[src/rtl/core/rbc_pkg.sv]
// ----------------------------------------------------------------------------
// rbc_pkg
// Shared constants and controller/datapath interface types.
// ----------------------------------------------------------------------------
package rbc_pkg;

    localparam int MAX_ROWS  = 64;
    localparam int MAX_COLS  = 64;
    localparam int ROW_W     = 6;
    localparam int COL_W     = 6;
    localparam int ADDR_W    = 12;
    localparam int CNT_W     = 13;
    localparam int DIM_W     = 7;
    localparam int TALLY_W   = 12;
    localparam logic [TALLY_W-1:0] TALLY_MAX = 12'hFFF;

    // register indexes
    localparam logic CFG_ROWS = 1'b0;
    localparam logic CFG_COLS = 1'b1;

    // controller -> datapath commands
    typedef struct packed {
        logic load;
        logic frame_begin;
        logic clr;
        logic blob_init;
        logic scan_adv;
        logic q_rd;
        logic pop_upd;
        logic nb_rd;
        logic nb_push;
        logic k_inc;
        logic blob_end;
    } t_cmd;

    // datapath -> controller status
    typedef struct packed {
        logic total_zero;
        logic clr_last;
        logic scan_end;
        logic hit;
        logic q_empty;
        logic nb_oob;
        logic k_last;
    } t_sts;

endpackage

[src/rtl/core/rbc_ctrl.sv]
// ----------------------------------------------------------------------------
// rbc_ctrl
// Sequencer for load, visited clear, raster scan and flood fill.
// ----------------------------------------------------------------------------
module rbc_ctrl import rbc_pkg::*; (
    input  logic i_clk,
    input  logic i_rst_n,
    input  logic i_start,
    input  logic i_last_pixel,
    input  t_sts i_sts,
    output t_cmd o_cmd,
    output logic o_busy,
    output logic o_emit
);

    localparam logic [3:0] S_IDLE     = 4'd0;
    localparam logic [3:0] S_CLEAR    = 4'd1;
    localparam logic [3:0] S_SCAN     = 4'd2;
    localparam logic [3:0] S_SCAN_CHK = 4'd3;
    localparam logic [3:0] S_POP      = 4'd4;
    localparam logic [3:0] S_POP_WAIT = 4'd5;
    localparam logic [3:0] S_NB       = 4'd6;
    localparam logic [3:0] S_NB_CHK   = 4'd7;
    localparam logic [3:0] S_BLOB_END = 4'd8;
    localparam logic [3:0] S_DONE     = 4'd9;

    logic [3:0] r_state, n_state;

    // state register
    always_ff @(posedge i_clk) begin
        if (!i_rst_n) begin
            r_state <= S_IDLE;
        end else begin
            r_state <= n_state;
        end
    end

    // next state and commands
    always_comb begin
        n_state = r_state;
        o_cmd   = '0;
        case (r_state)
            S_IDLE: begin
                if (i_start) begin
                    o_cmd.load = 1'b1;
                    if (i_last_pixel) begin
                        o_cmd.frame_begin = 1'b1;
                        n_state = S_CLEAR;
                    end
                end
            end
            S_CLEAR: begin
                if (i_sts.total_zero) begin
                    n_state = S_DONE;
                end else begin
                    o_cmd.clr = 1'b1;
                    if (i_sts.clr_last) n_state = S_SCAN;
                end
            end
            S_SCAN: begin
                n_state = i_sts.scan_end ? S_DONE : S_SCAN_CHK;
            end
            S_SCAN_CHK: begin
                if (i_sts.hit) begin
                    o_cmd.blob_init = 1'b1;
                    n_state = S_POP;
                end else begin
                    o_cmd.scan_adv = 1'b1;
                    n_state = S_SCAN;
                end
            end
            S_POP: begin
                if (i_sts.q_empty) begin
                    n_state = S_BLOB_END;
                end else begin
                    o_cmd.q_rd = 1'b1;
                    n_state = S_POP_WAIT;
                end
            end
            S_POP_WAIT: begin
                o_cmd.pop_upd = 1'b1;
                n_state = S_NB;
            end
            S_NB: begin
                if (i_sts.nb_oob) begin
                    if (i_sts.k_last) begin
                        n_state = S_POP;
                    end else begin
                        o_cmd.k_inc = 1'b1;
                    end
                end else begin
                    o_cmd.nb_rd = 1'b1;
                    n_state = S_NB_CHK;
                end
            end
            S_NB_CHK: begin
                o_cmd.nb_push = i_sts.hit;
                if (i_sts.k_last) begin
                    n_state = S_POP;
                end else begin
                    o_cmd.k_inc = 1'b1;
                    n_state = S_NB;
                end
            end
            S_BLOB_END: begin
                o_cmd.blob_end = 1'b1;
                o_cmd.scan_adv = 1'b1;
                n_state = S_SCAN;
            end
            S_DONE: begin
                n_state = S_IDLE;
            end
            default: begin
                n_state = S_IDLE;
            end
        endcase
    end

    assign o_busy = (r_state != S_IDLE);
    assign o_emit = (r_state == S_DONE);

endmodule

[config.mk]
export PLATFORM = sky130hd
export DESIGN_NAME = rbc_ctrl
export DESIGN_NICKNAME = d
export VERILOG_FILES = /design/src/rtl/core/rbc_pkg.sv /design/src/rtl/core/rbc_ctrl.sv
export SDC_FILE = /design/constraint.sdc
export NUM_CORES = 1
export LEC_CHECK = 0
export ABC_AREA = 0
export BUFFER_PORTS_ARGS = -buffer_cell sky130_fd_sc_hd__buf_2
export CORE_AREA = 4 4 41 43
export DETAILED_ROUTE_END_ITERATION = 12
export DIE_AREA = 0 0 45 47
export PLACE_DENSITY = 0.75
export SKIP_LAST_GASP = 1
export SYNTH_ARGS = -nofsm -noshare
export SYNTH_HDL_FRONTEND = slang
export SYNTH_SLANG_ARGS = --single-unit
[constraint.sdc]
create_clock -name i_clk -period 1.3 [get_ports i_clk]
set_clock_uncertainty 0.1 [all_clocks]
set_input_delay 0.26 -clock i_clk [delete_from_list [all_inputs] [get_ports i_clk]]
set_output_delay 0.26 -clock i_clk [all_outputs]
set_load 0.005 [all_outputs]
==> results of run 1 <==
metrics by stage:
step	power [W]	utilization, %	cells
final	0.000690	75.8	132
after global routing	0.000736	75.8	132
after CTS	0.000583	61.8	127
after detailed placement	0.000398	53.6	120
after global placement	0.000394	53.6	120
after floorplan	0.000282	-	70
how the worst min path moves through the flow:
stage,slack (ns),cells past startpoint,endpoint
floorplan,0.30,2,r_state[1]
global placement,0.46,3,r_state[0]
detailed placement,0.47,3,r_state[1]
CTS,0.21,3,r_state[1]
global route,0.24,3,r_state[1]
finish,0.24,3,r_state[0]
metal layers:
| layer | up-vias | track usage (%) | share of wire [%] | wire (um) |
|---|---|---|---|---|
| met3 | 6 | 3.45 | 4.9 | 99 |
| li1 | 349 | - | - | - |
| met2 | 23 | 32.8 | 54 | 1080 |
| met4 | 0 | 7.02 | 3.3 | 66 |
| met5 | - | 0 | 0 | 0 |
| met1 | 348 | 20.9 | 38 | 766 |
cell usage after synthesis:
master     count
a21boi_1       1
a21o_1         1
a21oi_1        4
a221oi_2       1
a31oi_1        1
and2_2         1
and2b_4        1
and3_1         2
and3_2         1
buf_2          2
buf_4          1
buf_6          1
dfxtp_1        4
inv_1          1
inv_2          2
nand2_1        5
nand2b_1       2
nand2b_2       1
nand3_1        1
nand3b_1       2
nand4_1        2
nor2_1        15
nor2_2         1
nor2b_1        1
nor3_1         1
nor4_1         4
nor4_2         1
o2111ai_1      1
o21ai_0        2
o21ai_1        3
o21bai_4       1
o22ai_1        1
o31ai_1        1
or2b_1         1
area by class of cell:
type | count | area (sq um) | share of cell area, %
clock buffer | 3 | 22.5 | 2.28
inverter | 3 | 11.3 | 1.14
multi-input combinational | 59 | 480 | 48.7
sequential | 4 | 95.1 | 9.64
tap | 15 | 18.8 | 1.90
timing repair buffer | 48 | 358 | 36.3
cell families after synthesis:
group	synth area share, %
buffers and inverters	8.49
AND/OR/NAND/NOR	48.5
AO/OA/AOI/OAI	26.0
flip-flops	17.0
worst reg2reg max path, delay by kind of cell, from the launching register on:
family | cells | cell delay, ns
flops | 1 | 0.36
buf+inv | 3 | 0.34
simple gates | 1 | 0.04
compound gates | 3 | 0.52
power groups by stage:
stage               Sequential (W)  Combinational [W]  Clock [W]
CTS                       0.000143           0.000282   0.000159
finish                    0.000144           0.000397   0.000149
global placement          0.000144           0.000250          0
global route              0.000146           0.000424   0.000166
detailed placement        0.000145           0.000253          0
floorplan                 0.000140           0.000143          0
repair_timing:
item / CTS / global route
setup buffers: 4 / 5
resized for setup: 18 / 31
pin swaps: 5 / 13
gates cloned: 0 / 0
setup endpoints to repair: 15 / 15
==> results_dict.tcl, run 1 <==
set metrics [dict create \
    crit_chain "buf_12 -> buf_8 -> nor2_4 -> nor4_2 -> buf_2" \
    cp_data_arrival_time_ns 1.27 \
    die_area_sq_um 2120 \
    ys_seq_area_share_pct 17.0 \
    syn_inst 70 \
    violations "negative setup slack" \
    end_kind "output port" \
    largest_reg_flops 4 \
    hp-class "in2reg" \
    dp_hpwl_um 1150 \
    synth.distinct_cells 34 \
    status "finished, violations left" \
    max-clock-path-buffers 2 \
    cpPeakStageDelay_ns 0.36 \
    endpoint "o_cmd[1]" \
    clkTransAtPathRegs_ns 0.03 \
    fmax_ghz 0.612 \
    synthTopCellsByArea "dfxtp_1, nor2_1, nor4_1, a21oi_1, nand2_1" \
    drc 0 \
    drive_above_1_share_pct 72.6 \
    place_congestion 0.917 \
    startpoint "r_state[0]" \
    regMostFlops "r_state" \
    antenna_found_initial 0 \
    crit_cells 5 \
    grt_pass1_vias 677 \
    maxCapViolations 0 \
    final_hold_viol_count 0 \
    core_area_sq_um 1300 \
    pre_cts_slack_ns -0.135 \
    syn-cell-area_sq_um 472 \
    syn_avg_cell_area_sq_um 6.74 \
    peakVddDrop_v 0.000432 \
    clkLatencyLatePin_ns 0.23 \
    start_util_pct 36.2 \
    required_ns 0.94 \
    rrSetupSlack_ns -0.15 \
    nFillCells 96 \
    grt_setup_unrepaired "yes" \
    power_frac_seq_pct 20.9 \
    critPathBufInv 3 \
    area_delta_synth_final_pct 109 \
    slew_violations 0 \
    grt_max_degree 8 \
    layout_commonest_cell "buf_2" \
    mostFrequentLayoutCells "buf_2, buf_4, nor2_1" \
    setup_tns_ns -3.17 \
    synth_seq_cells 4 \
    cts_root_buf "clkbuf_4" \
    leakagePower_nw 0.440 \
    avgRoutedWirePerCell_um 15.2 \
    crit_family "buffers and inverters" \
    pwr-share-comb_pct 57.5 \
    worst-r2r-cell-count 7 \
    gr-total-overflow 0 \
    clkPwrFrac_pct 21.5 \
    yosys.area.top_type_share_pct 17.0 \
    hp-start "i_rst_n" \
    cts_buffers 3 \
    routed_wl_um 2010 \
    holdBufCountCts 0 \
    cts_tree "yes" \
    fin_area_sq_um 986 \
    setup_viol 14 \
    clkSinkCount 4 \
    period_needed_ns 1.63 \
    grt_pass1_wl_um 2820 \
    min_period_over_period_pct 126 \
    vias 726 \
    worstMarginPinSlew_ns 0.275 \
    rows 13 \
    worstSetupStartpointType "register" \
    synthesis.nets 81 \
    htree_levels 1 \
    die-height_um 47 \
    dr.pass1.iters 6 \
    critPathKind "reg2out" \
    switchingPower_w 0.000231 \
    top_regs "r_state (4)" \
    fin_ws_ns -0.334 \
    portBuffers 23 \
    antenna_left 0 \
    placed_area_sq_um 697 \
    swShare_pct 33.5 \
    drt_iter0_markers 16 \
    io_pins 24 \
    die_x_um 45 \
    r2r_start "r_state[0]" \
    viasPerCell 5.50 \
    fin_nets 130 \
    cellPowerDensity_nw_per_um2 700 \
    internal_power_w 0.000459 \
    crit_slowest_cell "dfxtp_4" \
    synth_largest_area_cell "dfxtp_1" \
    maxSlewHeadroom_pct 81.5 \
    track_usage_pct 18.1 \
    critPathMaxFanout 4 \
    holdWs_ns 0.238 \
    r2r_end "r_state[1]" \
    diodes 0 \
    yosys_warnings 0 \
]
(Power assumes the default switching activity.)
==> inputs of run 2 (changes only) <==
- CTS_BUF_LIST: default -> sky130_fd_sc_hd__clkbuf_16
==> results_dict.tcl, run 2 (synthesis results as in run 1) <==
set metrics [dict create \
    status "finished, violations left" \
    violations "negative setup slack" \
    track_usage_pct 17.5 \
    cpPeakStageDelay_ns 0.35 \
    antenna_left 0 \
    area_delta_synth_final_pct 110 \
    drive_above_1_share_pct 70.7 \
    worstMarginPinSlew_ns 0.271 \
    grt_pass1_wl_um 2730 \
    fin_ws_ns -0.260 \
    period_needed_ns 1.56 \
    end_kind "output port" \
    layout_commonest_cell "buf_2" \
    path_common_cell "nor2_1" \
    avgRoutedWirePerCell_um 15.2 \
    cellPowerDensity_nw_per_um2 971 \
    diodes 0 \
    grt_pass1_vias 653 \
    crit_cells 5 \
    vias 727 \
    worst-r2r-cell-count 5 \
    maxSlewHeadroom_pct 81.8 \
    clkLatencyLatePin_ns 0.22 \
    core_area_sq_um 1300 \
    die-height_um 47 \
    place_inst 120 \
    critPathBufInv 1 \
    setup_tns_ns -2.30 \
    setup_viol 14 \
    holdWs_ns 0.240 \
    viasPerCell 5.55 \
    crit_chain "or2b_4 -> nor2_1 -> a21oi_1 -> nor2_1 -> buf_2" \
    total_power_w 0.000964 \
    crit_family "simple AND/OR/NAND/NOR gates" \
    place_congestion 0.917 \
    dr.pass1.iters 4 \
    critPathMaxFanout 5 \
    clkTransAtPathRegs_ns 0.03 \
    hp-class "in2reg" \
    mostFrequentLayoutCells "buf_2, buf_4, nor2_1" \
    gr-total-overflow 0 \
    crit_slowest_cell "dfxtp_4" \
    top_regs "r_state (4)" \
    drc 0 \
    cts_buffers 3 \
    cts_root_buf "clkbuf_16" \
    fin_cells 131 \
    peakVddDrop_v 0.00114 \
    antenna_found_initial 0 \
    cts_tree "yes" \
    maxCapViolations 0 \
    max-clock-path-buffers 2 \
    routed_wl_um 2000 \
    clkSinkCount 4 \
    regMostFlops "r_state" \
    worstSetupStartpointType "register" \
    slew_violations 0 \
    cp_data_arrival_time_ns 1.20 \
    rows 13 \
    critPathKind "reg2out" \
    whs_path_depth 3 \
    leakagePower_nw 0.454 \
    min_period_over_period_pct 120 \
    rrSetupSlack_ns -0.06 \
    drt_iter0_markers 12 \
    fin_nets 129 \
    final_hold_viol_count 0 \
    die_x_um 45 \
    grt_setup_unrepaired "yes" \
    portBuffers 23 \
    dp_hpwl_um 1150 \
    htree_levels 1 \
    io_pins 24 \
    largest_reg_flops 4 \
    placed_area_sq_um 697 \
    required_ns 0.94 \
    fin_area_sq_um 992 \
    die_area_sq_um 2120 \
    grt_max_degree 8 \
    fmax_ghz 0.641 \
    start_util_pct 36.2 \
]
run 2: per-stage QoR:
| stage | setup slack [ns] | util [%] |
|---|---|---|
| 2_1_floorplan | 0.0500 | - |
| 3_3_place_gp | -0.0745 | 53.6 |
| 3_5_place_dp | -0.135 | 53.6 |
| 4_1_cts | -0.264 | 65.1 |
| 5_1_grt | -0.357 | 76.3 |
| 6_report | -0.260 | 76.3 |
run 2: cell type report:
cell class,count,area (sq um)
sequential,4,95.1
timing repair buffer,47,317
inverter,3,11.3
clock buffer,3,75.1
fill,91,309
multi-input combinational,59,475
tap,15,18.8
run 2: routing by layer:
layer / global-route usage [%] / up-vias / part of all wire, %
li1: - / 345 / -
met2: 30.8 / 30 / 53
met1: 20.7 / 346 / 38
met3: 3.83 / 6 / 6.3
met5: 0 / - / 0
met4: 7.02 / 0 / 2.5
run 2: worst paths after layout:
path                      to        from
setup reg to reg  r_state[1]  r_state[0]
setup / recovery    o_cmd[6]  r_state[0]
hold reg to reg   r_state[1]  r_state[1]
hold / removal    r_state[1]     i_rst_n
run 2: timing repair:
| item | CTS | global route |
|---|---|---|
| endpoints found under the setup margin | 15 | 15 |
| gates resized for setup | 16 | 26 |
| setup buffers | 4 | 4 |
| pin swaps | 8 | 9 |
| hold buffers | 0 | 0 |
run 2: power by group:
part | internal (W) | total [W] | switching, W
sequential | 0.000130 | 0.000144 | 0.0000141
clock | 0.000392 | 0.000473 | 0.0000806
combinational | 0.000186 | 0.000346 | 0.000161
total | 0.000709 | 0.000964 | 0.000255
run 2: tightest hold or removal path: stages:
cell       delay, ns
buf_2           0.13
o2111ai_1       0.07
o21ai_1         0.06
